### src/rtl/core/ust_pkg.sv
// Shared types and constants for the unordered set table.
package ust_pkg;

  // Command codes carried in the input word.
  localparam logic [1:0] CMD_INSERT = 2'd0;
  localparam logic [1:0] CMD_DELETE = 2'd1;
  localparam logic [1:0] CMD_QUERY  = 2'd2;

  // Width of the reported element count.
  localparam int unsigned ENTRY_COUNT_W = 5;

  typedef struct packed {
    logic [1:0]  command;
    logic [31:0] key;
  } in_word_t;

  typedef struct packed {
    logic                     was_member;
    logic [ENTRY_COUNT_W-1:0] entry_count;
    logic                     is_empty;
    logic                     is_full;
    logic                     refused;
  } out_word_t;

  typedef enum logic [2:0] {
    ST_IDLE,
    ST_SCAN_RD,
    ST_SCAN_CMP,
    ST_DECIDE,
    ST_SHIFT_RD,
    ST_SHIFT_WR,
    ST_DONE
  } state_t;

  // Commands from the controller to the datapath.
  typedef struct packed {
    logic load;        // capture the input word and restart the scan
    logic scan_read;   // read the entry at the scan index
    logic scan_step;   // compare the read entry and advance the index
    logic decide;      // apply insert or delete to the count and store
    logic shift_read;  // read the entry above the current index
    logic shift_write; // move the read entry down and advance the index
    logic out_load;    // load the result register
  } dp_cmd_t;

  // Status from the datapath to the controller.
  typedef struct packed {
    logic count_zero;  // table holds no entries
    logic hit;         // entry read matches the key
    logic last_scan;   // scan index sits on the last held entry
    logic is_delete;   // current word is a delete
    logic found;       // key was located during the scan
    logic shift_more;  // another entry remains to be moved down
    logic out_busy;    // result register holds a word that is stalled
  } dp_stat_t;

endpackage

### src/rtl/core/ust_ctrl.sv
// Controller state machine that sequences scan, update and shift passes.
module ust_ctrl (
  input  logic              clk,
  input  logic              rst,
  input  logic              in_valid,
  output logic              in_stall,
  input  ust_pkg::dp_stat_t stat,
  output ust_pkg::dp_cmd_t  cmd
);

  ust_pkg::state_t state;
  ust_pkg::state_t state_next;

  // State register.
  always_ff @(posedge clk) begin
    if (rst) begin
      state <= ust_pkg::ST_IDLE;
    end else begin
      state <= state_next;
    end
  end

  // Next state.
  always_comb begin
    state_next = state;
    case (state)
      ust_pkg::ST_IDLE: begin
        if (in_valid) begin
          state_next = stat.count_zero ? ust_pkg::ST_DECIDE : ust_pkg::ST_SCAN_RD;
        end
      end
      ust_pkg::ST_SCAN_RD: begin
        state_next = ust_pkg::ST_SCAN_CMP;
      end
      ust_pkg::ST_SCAN_CMP: begin
        if (stat.hit || stat.last_scan) begin
          state_next = ust_pkg::ST_DECIDE;
        end else begin
          state_next = ust_pkg::ST_SCAN_RD;
        end
      end
      ust_pkg::ST_DECIDE: begin
        if (stat.is_delete && stat.found && stat.shift_more) begin
          state_next = ust_pkg::ST_SHIFT_RD;
        end else begin
          state_next = ust_pkg::ST_DONE;
        end
      end
      ust_pkg::ST_SHIFT_RD: begin
        state_next = ust_pkg::ST_SHIFT_WR;
      end
      ust_pkg::ST_SHIFT_WR: begin
        state_next = stat.shift_more ? ust_pkg::ST_SHIFT_RD : ust_pkg::ST_DONE;
      end
      ust_pkg::ST_DONE: begin
        if (!stat.out_busy) begin
          state_next = ust_pkg::ST_IDLE;
        end
      end
      default: begin
        state_next = ust_pkg::ST_IDLE;
      end
    endcase
  end

  // Outputs decoded from the current state.
  always_comb begin
    cmd      = '0;
    in_stall = 1'b1;
    case (state)
      ust_pkg::ST_IDLE: begin
        in_stall = 1'b0;
        cmd.load = in_valid;
      end
      ust_pkg::ST_SCAN_RD: begin
        cmd.scan_read = 1'b1;
      end
      ust_pkg::ST_SCAN_CMP: begin
        cmd.scan_step = 1'b1;
      end
      ust_pkg::ST_DECIDE: begin
        cmd.decide = 1'b1;
      end
      ust_pkg::ST_SHIFT_RD: begin
        cmd.shift_read = 1'b1;
      end
      ust_pkg::ST_SHIFT_WR: begin
        cmd.shift_write = 1'b1;
      end
      ust_pkg::ST_DONE: begin
        cmd.out_load = !stat.out_busy;
      end
      default: begin
        cmd = '0;
      end
    endcase
  end

endmodule

### src/rtl/core/ust_dp.sv
// Datapath: key store memory, count, scan index and result register.
module ust_dp #(
  parameter int unsigned CAPACITY = 16
) (
  input  logic               clk,
  input  logic               rst,
  input  ust_pkg::in_word_t  in_word,
  input  ust_pkg::dp_cmd_t   cmd,
  output ust_pkg::dp_stat_t  stat,
  output logic               out_valid,
  input  logic               out_stall,
  output ust_pkg::out_word_t out_word
);

  localparam int unsigned AW = (CAPACITY > 1) ? $clog2(CAPACITY) : 1;
  localparam int unsigned CW = $clog2(CAPACITY + 1);

  logic [31:0]   mem [CAPACITY];
  logic [31:0]   rdata;
  logic [31:0]   key;
  logic [1:0]    command;
  logic [CW-1:0] count;
  logic [AW-1:0] idx;
  logic          found;
  logic          refused;

  logic [AW-1:0] rd_addr;
  logic          rd_en;
  logic [AW-1:0] wr_addr;
  logic [31:0]   wr_data;
  logic          wr_en;
  logic          is_insert;
  logic          is_full_now;
  logic [CW:0]   idx_plus1;

  assign is_insert   = (command == ust_pkg::CMD_INSERT);
  assign is_full_now = (count == CW'(CAPACITY));
  assign idx_plus1   = (CW + 1)'(idx) + (CW + 1)'(1);

  // Status for the controller. An entry above the index is still to be moved
  // down while the index plus one lies below the count: the old count when the
  // delete is decided, the reduced count during the shift pass.
  always_comb begin
    stat.count_zero = (count == '0);
    stat.hit        = (rdata == key);
    stat.last_scan  = (idx_plus1 == (CW + 1)'(count));
    stat.is_delete  = (command == ust_pkg::CMD_DELETE);
    stat.found      = found;
    stat.shift_more = (idx_plus1 < (CW + 1)'(count));
    stat.out_busy   = out_valid && out_stall;
  end

  // Memory port selection: scan and shift reads, append and shift writes.
  always_comb begin
    rd_en   = cmd.scan_read || cmd.shift_read;
    rd_addr = cmd.shift_read ? AW'(idx_plus1) : idx;
    wr_en   = (cmd.decide && is_insert && !found && !is_full_now) || cmd.shift_write;
    wr_addr = cmd.shift_write ? idx : AW'(count);
    wr_data = cmd.shift_write ? rdata : key;
  end

  // Key store with a registered read port.
  always_ff @(posedge clk) begin
    if (wr_en) begin
      mem[wr_addr] <= wr_data;
    end
    if (rd_en) begin
      rdata <= mem[rd_addr];
    end
  end

  // Captured word, scan index and lookup flags.
  always_ff @(posedge clk) begin
    if (cmd.load) begin
      key     <= in_word.key;
      command <= in_word.command;
      idx     <= '0;
      found   <= 1'b0;
      refused <= 1'b0;
    end else if (cmd.scan_step) begin
      if (stat.hit) begin
        found <= 1'b1;
      end else if (!stat.last_scan) begin
        idx <= AW'(idx_plus1);
      end
    end else if (cmd.decide) begin
      refused <= is_insert && !found && is_full_now;
    end else if (cmd.shift_write) begin
      idx <= AW'(idx_plus1);
    end
  end

  // Element count.
  always_ff @(posedge clk) begin
    if (rst) begin
      count <= '0;
    end else if (cmd.decide) begin
      if (is_insert && !found && !is_full_now) begin
        count <= count + CW'(1);
      end else if (stat.is_delete && found) begin
        count <= count - CW'(1);
      end
    end
  end

  // Result register; the next word can start while this one waits.
  always_ff @(posedge clk) begin
    if (rst) begin
      out_valid <= 1'b0;
    end else if (cmd.out_load) begin
      out_valid <= 1'b1;
    end else if (!out_stall) begin
      out_valid <= 1'b0;
    end
  end

  always_ff @(posedge clk) begin
    if (cmd.out_load) begin
      out_word.was_member  <= found;
      out_word.entry_count <= ust_pkg::ENTRY_COUNT_W'(count);
      out_word.is_empty    <= (count == '0);
      out_word.is_full     <= is_full_now;
      out_word.refused     <= refused;
    end
  end

endmodule

### src/rtl/core/unordered_set_table_top.sv
// Words are handled one at a time. The scan reads key store entries one by one through
// the single registered read port (a read state, then a compare state), and a delete
// moves the later entries down the same way (a read state, then a write state). The
// next word is taken once the result is loaded, which waits while an earlier result is
// stalled; a new word is taken while the last result waits.
// Reset (rst, synchronous) empties the table; stored keys are not cleared.
module unordered_set_table_top #(
  parameter int unsigned CAPACITY = 16
) (
  input  logic               clk,
  input  logic               rst,
  input  logic               in_valid,
  output logic               in_stall,
  input  ust_pkg::in_word_t  in_word,
  output logic               out_valid,
  input  logic               out_stall,
  output ust_pkg::out_word_t out_word
);

  ust_pkg::dp_cmd_t  cmd;
  ust_pkg::dp_stat_t stat;

  // Sequencer.
  ust_ctrl u_ctrl (
    .clk      (clk),
    .rst      (rst),
    .in_valid (in_valid),
    .in_stall (in_stall),
    .stat     (stat),
    .cmd      (cmd)
  );

  // Table storage and result formation.
  ust_dp #(
    .CAPACITY (CAPACITY)
  ) u_dp (
    .clk       (clk),
    .rst       (rst),
    .in_word   (in_word),
    .cmd       (cmd),
    .stat      (stat),
    .out_valid (out_valid),
    .out_stall (out_stall),
    .out_word  (out_word)
  );

endmodule

### config.mk
export PLATFORM = sky130hd
export DESIGN_NAME = unordered_set_table_top
export DESIGN_NICKNAME = d
export VERILOG_FILES = /design/src/rtl/core/ust_pkg.sv /design/src/rtl/core/ust_ctrl.sv /design/src/rtl/core/ust_dp.sv /design/src/rtl/core/unordered_set_table_top.sv
export SDC_FILE = /design/constraint.sdc
export NUM_CORES = 1
export LEC_CHECK = 0
export BUFFER_PORTS_ARGS = -buffer_cell sky130_fd_sc_hd__buf_2
export CAP_MARGIN = 20
export CORE_ASPECT_RATIO = 0.5
export CORE_MARGIN = 5
export CORE_UTILIZATION = 40
export DETAILED_ROUTE_END_ITERATION = 10
export GPL_TIMING_DRIVEN = 0
export PLACE_DENSITY_LB_ADDON = 0.15
export SLEW_MARGIN = 10
export SYNTH_ARGS = -nofsm -noshare
export SYNTH_HDL_FRONTEND = slang
export SYNTH_SLANG_ARGS = --single-unit
### constraint.sdc
create_clock -name clk -period 6.15 [get_ports clk]
set_input_delay 0.615 -clock clk [delete_from_list [all_inputs] [get_ports clk]]
set_output_delay 0.615 -clock clk [all_outputs]
set_load 0.005 [all_outputs]
==> metrics.md, run 1 <==
| Metric | Value |
|---|---|
| Max Fclk | `263 MHz` |
| Cts bufs inserted | `55` |
| Hpwl dp | `43.3 mm` |
| Leakage | `9.08 nW` |
| Drt drc | `0` |
| Syn Inst Count | `1505` |
| Synth Warn # | `0` |
| Initial drt markers | `1396` |
| EDFF count, synth | `587` |
| Area grow syn2layout | `14.7%` |
| Non-filler cells, final | `2485` |
| Vias per inst | `5.57` |
| Hold depth | `1` |
| Placed cells | `2386` |
| Most frequent cells in the layout | `edfxtp_1 (587), nand2_1 (266), a31oi_1 (69)` |
| Minimum clock period | `3.81 ns` |
| CP endpoint kind | `register` |
| Clock Sinks | `602` |
| First-pass GRT wire length | `93.1 mm` |
| HP Class | `input pin to register` |
| Port Buffers | `48` |
| Core Area | `0.0593 sq mm` |
| CP Max Fanout | `17` |
| CTS root buf | `clkbuf_16` |
| Commonest non-fill, non-tap cell in the layout | `edfxtp_1` |
| Htree depth | `2` |
| Post-synth ARST share | `0` |
| Max-slew violation count | `0` |
| Pwr/cell area | `383 mW/mm^2` |
| Req. time, crit path | `6.46 ns` |
| Synthesized Nets | `1553` |
| Final count of hold timing violations | `0` |
| Starting Density | `0.404` |
| Largest family of logic cells by synthesized area | `simple AND/OR/NAND/NOR gates` |
| Clock slew at reported path FFs | `0.06 ns` |
| Post-route ant nets | `0` |
| Die height | `183 um` |
| Site Rows | `63` |
| Final wirelength | `64.1 mm` |
| All-layer global routing usage | `0.195` |
| Register area share after synthesis | `0.748` |
| Total setup buffers inserted after CTS | `0` |
| Initial antenna violation count | `1` |
| Clk buf depth | `3` |
| Max-cap violations | `0` |
| WP data arrival | `4.12 ns` |
| Multiplexer area fraction after synthesis | `0.0757` |
| CP startpoint kind | `register` |
| Layout cell share with drive strength beyond 1 | `0.173` |
| Number of I/O pins | `49` |
| CTS hold repair buffers | `0` |
| Synth Cell Area | `0.0240 sq mm` |
| Synth Area in Compound Gates | `0.0578` |
| Period utilization | `0.619` |
| TNS Setup | `0 ns` |
| Fillers | `5122` |
| Mean Syn Cell Area | `15.9 sq um` |
| N_diodes | `0` |
| Global route overflow | `0` |
| CTS tree | `done` |
| Yosys reg bits | `602` |
| RSZ-0062 raised after global routing | `no` |
| Synth Area in XOR/XNOR | `0.0164` |
| Worst Reg-to-Reg Cells | `6` |
| Most used DFF post-synth | `edfxtp_1` |
| Via Count | `13836` |
| Final setup fails | `0` |
| Worst-margin pin slew | `1.05 ns` |
| DR WL/cell | `25.8 um` |
| Post-synthesis cell type count | `52` |
| Vias in the first global route | `13977` |
| Area share of fa/ha/maj cells after synthesis | `0.00554` |
| Die width | `356 um` |
| Pin count of the biggest net entering global routing | `26` |
| Rel. slew slack | `0.292` |
| Drt first pass iters | `6` |
| CP Class | `register to register` |
| VDD IR max | `0.000195 V` |
| Clock Skew | `0.0279 ns` |
| Post_cts resized | `0` |
| Post-layout nets | `1680` |
| Status | `complete, no violations` |
| Final Wtd Congestion | `0.810` |
| Clk_lat worst skew | `0.61 ns` |
| Simple-Gate Fraction of Synth Area | `0.0791` |
| Die area | `0.0652 sq mm` |
cells in the mapped netlist (all sizes together), types with 31 or more instances:
| master | count | area (sq um) |
|---|---|---|
| o22ai | 32 | 200 |
| clkbuf | 55 | 206 |
| and3 | 65 | 407 |
| xnor2 | 38 | 340 |
| mux2i | 35 | 350 |
| a31oi | 69 | 432 |
| a221o | 31 | 310 |
| buf | 32 | 163 |
| nor2 | 34 | 128 |
| a211oi | 32 | 240 |
| nand2 | 266 | 998 |
| mux4 | 33 | 743 |
| mux2 | 64 | 721 |
| edfxtp | 587 | 17600 |
area by class of cell:
cell class	instances	area, sq um	area share
plain buffers	87	369	0.0134
clock buffers	64	1420	0.0517
clock inverters	34	269	0.00979
inverters	11	41.3	0.00150
multi-input cells	805	5760	0.209
flip-flops and latches	602	17900	0.652
well taps	812	1020	0.0370
repair buffers	70	686	0.0249
sequential cells by signal, summed over array words and instances (netlist names):
name,flops
u_dp.idx,4
u_dp.out_word,9
u_dp.rdata,32
u_dp.count,5
u_ctrl.state,3
u_dp.refused,1
u_dp.mem,512
u_dp.found,1
u_dp.command,2
u_dp.key,32
u_dp.out_valid,1
report_power, final:
group,internal (W),switching [W],leakage (nW)
clock network,0.00178,0.00150,0.835
logic,0.000872,0.00156,2.83
registers,0.00474,0.0000695,5.42
per-stage QoR:
stage,utilization,area (sq um),worst slack [ns],hold WS [ns],total power (W)
global placement,0.425,25200,0.492,0.425,0.00724
finish,0.464,27500,2.34,0.175,0.0105
CTS,0.464,27500,2.39,0.143,0.0106
detailed placement,0.435,25800,2.40,0.433,0.00731
global route,0.464,27500,2.16,0.150,0.0110
floorplan,-,24000,2.94,0.408,0.00643
kinds of logic after synthesis:
group,after synthesis
compound gates,196
buf+inv,98
mux,132
xor+xnor,44
simple gates,423
flops,602
fa+ha+maj,10
final timing paths:
path	to	slack (ns)	from
worst max register to register	u_dp.mem[0][15]	2.34	u_ctrl.state[1]
worst min-delay path	u_dp.key[18]	0.17	in_word[18]
worst min register to register	u_dp.out_word[0]	0.45	u_dp.refused
worst max-delay path	u_dp.mem[0][15]	2.34	u_ctrl.state[1]
worst max-delay path, cell delays in order, from the launching register on:
cell and delay (ns):
dfxtp_1 0.43, clkbuf_1 0.44, nand3b_1 0.48, buf_1 0.69
a31oi_1 0.49, nor2_4 0.72, buf_16 0.24
layer usage:
metal  GRT usage  share of wire  vias up
met5           0              0        -
met4      0.0506          0.024        0
met3      0.0436          0.081      112
met2       0.300           0.44      514
met1       0.282           0.45     7105
li1            -              -     6105
Power figures use the tool's default switching activity.
==> run 2: changes to the inputs <==
--- a/config.mk
+++ b/config.mk
@@ -5,6 +5,7 @@
 export SDC_FILE = /design/constraint.sdc
 export NUM_CORES = 1
 export LEC_CHECK = 0
+export ABC_AREA = 1
 export BUFFER_PORTS_ARGS = -buffer_cell sky130_fd_sc_hd__buf_2
 export CAP_MARGIN = 20
 export CORE_ASPECT_RATIO = 0.5
==> constraint.sdc (replaced) <==
create_clock -name clk -period 3.4 [get_ports clk]
set_input_delay 0.34 -clock clk [delete_from_list [all_inputs] [get_ports clk]]
set_output_delay 0.34 -clock clk [all_outputs]
set_load 0.005 [all_outputs]
==> metrics.md, run 2 <==
| Metric | Value |
|---|---|
| WP data arrival | `3.49 ns (-0.63 ns)` |
| Area of the multi-input gates | `0.00566 sq mm (-1.6%)` |
| Rel. slew slack | `0.279 (-0.0134)` |
| Via Count | `16475 (+19%)` |
| Max-cap violations | `0 (unchanged)` |
| Worst-margin pin slew | `1.08 ns (+0.0276 ns)` |
| Pwr/cell area | `790 mW/mm^2 (+110%)` |
| First-pass GRT wire length | `110 mm (+18%)` |
| Vias in the first global route | `15522 (+11%)` |
| EDFF count, synth | `587 (unchanged)` |
| Initial antenna violation count | `0 (-1)` |
| Hold Path Origin | `in_valid` |
| Final wirelength | `77.8 mm (+21%)` |
| Largest area contributor in the netlist | `edfxtp_1` |
| Largest register FFs | `512 (unchanged)` |
| Period utilization | `0.937 (+0.318)` |
| Post-route ant nets | `0 (unchanged)` |
| Commonest non-fill, non-tap cell in the layout | `edfxtp_1` |
| Max-slew violation count | `0 (unchanged)` |
| DR WL/cell | `26.1 um (+1.0%)` |
| HP Class | `input pin to register` |
| Ranking of synthesized cells by area | `edfxtp_1 (71%), o211ai_1 (4.2%), o21ai_0 (4.1%)` |
| Status | `complete, no violations` |
| CTS root buf | `clkbuf_16` |
| Largest reg by FF count | `u_dp.mem` |
| Synth Cell Area | `0.0248 sq mm (+3.5%)` |
| Post-layout nets | `2165 (+29%)` |
| Synthesized Nets | `1987 (+28%)` |
| CTS tree | `done` |
| Pin count of the biggest net entering global routing | `23 (-12%)` |
| Initial drt markers | `2124 (+52%)` |
| Port Buffers | `48 (unchanged)` |
| Placed cells | `2847 (+19%)` |
| Most used DFF post-synth | `edfxtp_1` |
| Clk_lat worst skew | `0.62 ns (about the same)` |
| Reg2reg start | `u_ctrl.state[0]` |
| VDD IR max | `0.000369 V (+89%)` |
| Leakage | `10.1 nW (+12%)` |
| Htree depth | `2 (unchanged)` |
| Total setup buffers inserted after CTS | `0 (unchanged)` |
| Final setup fails | `0 (unchanged)` |
| RSZ-0062 raised after global routing | `no` |
| Clock Skew | `0.0264 ns (-0.00150 ns)` |
| TNS Setup | `0 ns (unchanged)` |
| Hpwl dp | `50.9 mm (+18%)` |
| Clock Sinks | `602 (unchanged)` |
| Vias per inst | `5.52 (-0.91%)` |
| Cts bufs inserted | `56 (+1.8%)` |
| Die height | `186 um (+1.7%)` |
| Global route overflow | `0 (unchanged)` |
| Final Wtd Congestion | `0.822 (+1.5%)` |
| Number of I/O pins | `49 (unchanged)` |
| All-layer global routing usage | `0.229 (+0.0342)` |
| Post-synth ARST share | `0 (unchanged)` |
| Mean Syn Cell Area | `12.8 sq um (-20%)` |
| Count leader, synth | `edfxtp_1` |
| CP Max Fanout | `18 (+1)` |
| Core Area | `0.0613 sq mm (+3.3%)` |
| Clock slew at reported path FFs | `0.06 ns (about the same)` |
| Top-area cell type share of the netlist area | `0.711 (-0.0252)` |
| Starting Density | `0.405 (+0.000772)` |
| Fillers | `5538 (+8.1%)` |
| Minimum clock period | `3.19 ns (-0.620 ns)` |
| Site Rows | `64 (+1.6%)` |
| Critical path launch point | `u_ctrl.state[0]` |
| Syn Inst Count | `1939 (+29%)` |
| N_diodes | `0 (unchanged)` |
| Req. time, crit path | `3.70 ns (-2.76 ns)` |
| Area grow syn2layout | `16.2%` |
| Regs by FF count | `u_dp.mem: 512 flops, u_dp.key: 32 flops, u_dp.rdata: 32 flops` |
| Sequential Area | `0.0179 sq mm (unchanged)` |
| Yosys reg bits | `602 (unchanged)` |
| CP Class | `register to register` |
| Drt first pass iters | `6 (unchanged)` |
| Post-synthesis cell type count | `38 (-27%)` |
| Final count of hold timing violations | `0 (unchanged)` |
| Clk buf depth | `3 (unchanged)` |
| Die area | `0.0674 sq mm (+3.4%)` |
| Drt drc | `0 (unchanged)` |
| Max Fclk | `314 MHz (+19%)` |
| Most instantiated cells after synthesis | `edfxtp_1 (587), o21ai_0 (204), nor2_1 (201)` |
| Die width | `362 um (+1.7%)` |
| Most frequent cells in the layout | `edfxtp_1 (587), o21ai_0 (190), nor2_1 (185)` |
| Layout cell share with drive strength beyond 1 | `0.148 (-0.0247)` |
| Non-filler cells, final | `2986 (+20%)` |
| CP startpoint kind | `register` |
| Synth Warn # | `0 (unchanged)` |
| CP endpoint kind | `register` |
| Register area share after synthesis | `0.723 (-0.0256)` |
run 2: cell count changes in the layout (fill, tap and decap cells not counted), sizes merged, moves of 67 or more:
| cell | before | now |
|---|---|---|
| a31oi | 69 | 2 |
| buf | 101 | 177 |
| inv | 12 | 183 |
| nand2 | 266 | 184 |
| nor2 | 34 | 203 |
| o211ai | 1 | 151 |
| o21ai | 5 | 342 |
run 2: final cells by class:
type	instances	share of cell area
multi-input combinational	1046	0.197
buffer	109	0.0229
sequential	602	0.622
clock buffer	77	0.0528
timing repair buffer	120	0.0401
clock inverter	25	0.00616
tap	825	0.0358
inverter	182	0.0237
run 2: critical path: stages (launching register included):
cell,delay [ns]
dfxtp_1,0.42
inv_1,0.10
nor2_1,0.19
nand2_1,0.13
buf_2,0.22
o21ai_0,0.43
nand2_1,0.35
nor2_4,0.71
buf_12,0.28
run 2: cell families (layout without fill, tap and decap cells):
group / count (synthesis) / in the layout / share of synthesized area
multiplexers: 16 / 16 / 0.00726
adder cells (fa/ha/maj): 10 / 10 / 0.00535
buffers and inverters: 291 / 513 / 0.0541
flip-flops: 602 / 602 / 0.723
XOR/XNOR: 21 / 21 / 0.00817
AND/OR/NAND/NOR: 488 / 488 / 0.0809
AO/OA/AOI/OAI: 511 / 511 / 0.122
run 2: path summary, 6_finish.rpt:
path | to | slack, ns | cells after the start
max | u_dp.mem[9][18] | 0.21 | 8
min | u_ctrl.state[0] | 0.10 | 3
max reg2reg | u_dp.mem[9][18] | 0.21 | 8
min reg2reg | u_dp.out_word[0] | 0.44 | 0
run 2: power breakdown:
| part | leakage [nW] | internal (W) | switching, W |
|---|---|---|---|
| combinational | 3.88 | 0.00211 | 0.00546 |
| clock | 0.832 | 0.00328 | 0.00280 |
| sequential | 5.42 | 0.00890 | 0.000218 |
| total | 10.1 | 0.0143 | 0.00849 |
run 2: through the flow:
step | instance area (sq um) | total power, W | setup WS (ns) | hold slack (ns) | utilization
2_1_floorplan | 24800 | 0.0135 | 0.329 | 0.409 | -
3_3_place_gp | 26100 | 0.0165 | -2.07 | 0.419 | 0.426
3_5_place_dp | 26700 | 0.0167 | 0.127 | 0.423 | 0.437
4_1_cts | 28800 | 0.0227 | 0.0806 | 0.0612 | 0.470
5_1_grt | 28800 | 0.0238 | 0.00481 | 0.143 | 0.470
6_report | 28800 | 0.0228 | 0.214 | 0.102 | 0.470
run 2: what timing repair did:
action | in CTS | in global routing
hold buffers | 36 | 0
setup endpoints to repair | 0 | 16
resized for setup | 0 | 4
hold endpoints to repair | 38 | 0
run 2: routing by layer:
metal  GRT usage  part of all wire  up-vias
met3      0.0550              0.10      119
met4      0.0540             0.022        0
met1       0.336              0.45     8189
met5           0                 0        -
met2       0.346              0.43      814
li1            -                 -     7353
==> run 3: changes to the inputs <==
--- a/config.mk
+++ b/config.mk
@@ -5,16 +5,17 @@
 export SDC_FILE = /design/constraint.sdc
 export NUM_CORES = 1
 export LEC_CHECK = 0
-export ABC_AREA = 1
 export BUFFER_PORTS_ARGS = -buffer_cell sky130_fd_sc_hd__buf_2
 export CAP_MARGIN = 20
 export CORE_ASPECT_RATIO = 0.5
 export CORE_MARGIN = 5
 export CORE_UTILIZATION = 40
+export CTS_CLUSTER_SIZE = 14
 export DETAILED_ROUTE_END_ITERATION = 10
 export GPL_TIMING_DRIVEN = 0
 export PLACE_DENSITY_LB_ADDON = 0.15
 export SLEW_MARGIN = 10
 export SYNTH_ARGS = -nofsm -noshare
 export SYNTH_HDL_FRONTEND = slang
+export SYNTH_HIERARCHICAL = 1
 export SYNTH_SLANG_ARGS = --single-unit
==> metrics.md, run 3 <==
| Metric | Value |
|---|---|
| Synth Warn # | `6 (+6)` |
| Area grow syn2layout | `17.7%` |
| CP startpoint kind | `register` |
| Layout cell share with drive strength beyond 1 | `0.289 (+0.141)` |
| Largest register FFs | `512 (unchanged)` |
| Site Rows | `63 (-1.6%)` |
| Drt drc | `0 (unchanged)` |
| Period utilization | `0.964 (+0.0272)` |
| Final Wtd Congestion | `0.770 (-6.3%)` |
| Simple-Gate Fraction of Synth Area | `0.0257 (-0.0551)` |
| Hold Path Origin | `rst` |
| P_int | `0.0142 W (-0.88%)` |
| Hold endpoint | `u_dp/out_valid` |
| First-pass GRT wire length | `84.6 mm (-23%)` |
| Clock Sinks | `602 (unchanged)` |
| Comb pwr share | `0.266 (-0.067)` |
| Max-slew violation count | `0 (unchanged)` |
| P_sw | `0.00587 W (-31%)` |
| Max-cap violations | `0 (unchanged)` |
| CP Max Fanout | `6 (-12)` |
| Register-to-Register Setup Slack | `0.12 ns (-0.09 ns)` |
| Sequential Power Share | `0.439 (+0.039)` |
| Final Instance Area | `0.0279 sq mm (-3.2%)` |
| Status | `complete, no violations` |
| Die height | `182 um (-2.1%)` |
| Clock Skew | `0.0248 ns (-0.00165 ns)` |
| Starting Density | `0.402 (-0.00300)` |
| Synthesized Nets | `1183 (-40%)` |
| HP Class | `input pin to register` |
| Utilization after layout | `0.473 (+0.00248)` |
| Ranking of synthesized cells by area | `edfxtp_1 (74%), mux4_2 (12%), mux2_2 (1.5%)` |
| Worst Reg-to-Reg Cells | `7 (-1)` |
| Cts bufs inserted | `55 (-1.8%)` |
| Vias in the first global route | `12272 (-21%)` |
| VDD IR max | `0.000483 V (+31%)` |
| CTS tree | `done` |
| WHS | `0.0563 ns (-0.0453 ns)` |
| Largest family of logic cells by synthesized area | `multiplexers` |
| Post-synth ARST share | `0 (unchanged)` |
| Placed inst area | `0.0255 sq mm (-4.7%)` |
| Leakage | `8.95 nW (-12%)` |
| Worst-margin pin slew | `1.10 ns (+0.0176 ns)` |
| Hpwl dp | `36.6 mm (-28%)` |
| Vias per inst | `5.57 (+0.95%)` |
| CTS root buf | `clkbuf_16` |
| Final wirelength | `58.7 mm (-25%)` |
| Die area | `0.0645 sq mm (-4.3%)` |
| Htree depth | `2 (unchanged)` |
| Global route overflow | `0 (unchanged)` |
| Port Buffers | `48 (unchanged)` |
| Sw Ratio | `0.293 (-0.0795)` |
| N_diodes | `0 (unchanged)` |
| All-layer global routing usage | `0.180 (-0.0484)` |
| Reg2reg start | `u_dp/key[5]` |
| FF-to-FF End | `u_ctrl/state[1]` |
| Rel. slew slack | `0.267 (-0.0117)` |
| Largest area contributor in the netlist | `edfxtp_1` |
| Clock Power Share | `0.294 (+0.027)` |
| Initial drt markers | `1441 (-32%)` |
| Max Fclk | `305 MHz (-2.8%)` |
| Top-area cell type share of the netlist area | `0.744 (+0.0332)` |
| EDFF count, synth | `587 (unchanged)` |
| TNS Setup | `0 ns (unchanged)` |
| WP data arrival | `3.76 ns (+0.27 ns)` |
| Clock slew at reported path FFs | `0.07 ns (about the same)` |
| Post-layout nets | `1372 (-37%)` |
| Final count of hold timing violations | `0 (unchanged)` |
| Area share of fa/ha/maj cells after synthesis | `0.00560 (+0.000250)` |
| Mean Syn Cell Area | `20.9 sq um (+63%)` |
| Hold depth | `2 (-1)` |
| Clk_lat worst skew | `0.61 ns (about the same)` |
| DR WL/cell | `27.3 um (+4.9%)` |
| Final setup fails | `0 (unchanged)` |
| Initial antenna violation count | `0 (unchanged)` |
| Synth Cell Area | `0.0237 sq mm (-4.5%)` |
| Minimum clock period | `3.28 ns (+0.0925 ns)` |
| Most frequent cells in the layout | `edfxtp_1 (587), mux4_2 (128), buf_2 (63)` |
| Pin count of the biggest net entering global routing | `33 (+43%)` |
| Die width | `354 um (-2.2%)` |
| CP Class | `register to register` |
| Most instantiated cells after synthesis | `edfxtp_1 (587), mux4_2 (128), xor2_1 (38)` |
| Register area share after synthesis | `0.756 (+0.0338)` |
| Req. time, crit path | `3.88 ns (+0.18 ns)` |
| Regs by FF count | `u_dp/mem: 512 flops, u_dp/key: 32 flops, u_dp/rdata: 32 flops` |
| Number of I/O pins | `49 (unchanged)` |
| Count leader, synth | `edfxtp_1` |
| Commonest non-fill, non-tap cell in the layout | `edfxtp_1` |
| Post-route ant nets | `0 (unchanged)` |
| Clk buf depth | `3 (unchanged)` |
| Most used DFF post-synth | `edfxtp_1` |
| Drt first pass iters | `6 (unchanged)` |
| Largest reg by FF count | `u_dp/mem` |
| Multiplexer area fraction after synthesis | `0.152 (+0.144)` |
| Syn Inst Count | `1135 (-41%)` |
| Yosys reg bits | `602 (unchanged)` |
| Core Area | `0.0590 sq mm (-3.8%)` |
| Critical path launch point | `u_dp/key[5]` |
| CP endpoint kind | `register` |
| Via Count | `11958 (-27%)` |
| Synth Area in Compound Gates | `0.0273 (-0.0943)` |
| Post-synthesis cell type count | `54 (+42%)` |
| Pwr/cell area | `718 mW/mm^2 (-9.1%)` |
| Synth Area in XOR/XNOR | `0.0159 (+0.00772)` |
-- run 3: cells by family after synthesis --
logic type               count (synthesis)
flip-flops                             602
XOR/XNOR                                43
adder cells (fa/ha/maj)                 10
buffers and inverters                   73
multiplexers                           195
AO/OA/AOI/OAI                          101
AND/OR/NAND/NOR                        111
-- run 3: how the worst max path moves through the flow --
| stage | endpoint | depth (start not counted) |
|---|---|---|
| 6_report | u_ctrl/state[1] | 7 |
| 3_3_place_gp | u_dp/mem[1][15] | 8 |
| 2_1_floorplan | u_dp/mem[1][0] | 8 |
| 3_5_place_dp | u_dp/rdata[23] | 8 |
| 4_1_cts | u_dp/rdata[21] | 9 |
| 5_1_grt | u_dp/rdata[15] | 8 |
-- run 3: per-layer routing --
layer	GRT usage	up-vias	wire, um
li1	-	5080	-
met1	0.254	6348	25300
met2	0.298	433	28200
met3	0.0340	97	4110
met4	0.0344	0	1090
met5	0	-	0
-- run 3: layout make-up --
| type | instances | area, sq um |
|---|---|---|
| Buffer | 58 | 365 |
| Clock buffer | 72 | 1440 |
| Clock inverter | 28 | 246 |
| Fill cell | 4866 | 31100 |
| Inverter | 15 | 56.3 |
| Multi-Input combinational cell | 460 | 5530 |
| Sequential cell | 602 | 17900 |
| Tap cell | 780 | 976 |
| Timing Repair Buffer | 132 | 1350 |
-- run 3: what timing repair did --
action | 4_1_cts | 5_1_grt
gates resized for setup | 7 | 6
hold endpoints to repair | 34 | 0
buffers inserted | 24 | 4
hold buffers | 34 | 0
endpoints found under the setup margin | 425 | 198
pin swaps | 11 | 0
-- run 3: power by group through the flow --
stage	Sequential (W)	Clock, W	Combinational (W)
after floorplan	0.00889	0	0.00365
after global placement	0.00894	0	0.00521
after detailed placement	0.00895	0	0.00531
after CTS	0.00879	0.00605	0.00538
after global routing	0.00881	0.00638	0.00573
final	0.00880	0.00590	0.00533
-- run 3: worst max-delay path, cell delays in order, from the launching register on --
cell and delay, ns:
edfxtp_1 0.44, xor2_1 0.22, nor4_1 0.78, nand4_1 0.45, nor2_1 0.45, nor4b_1 0.09, or4_1 0.42, a311oi_1 0.31
-- run 3: metrics by stage --
stage               total power, W  instances  worst slack (ns)
finish                      0.0200       2147             0.121
global route                0.0209       2147          -0.00191
CTS                         0.0202       2142            0.0181
detailed placement          0.0143       1984            -0.515
global placement            0.0142       1963             -2.85
floorplan                   0.0125       1135           0.00126
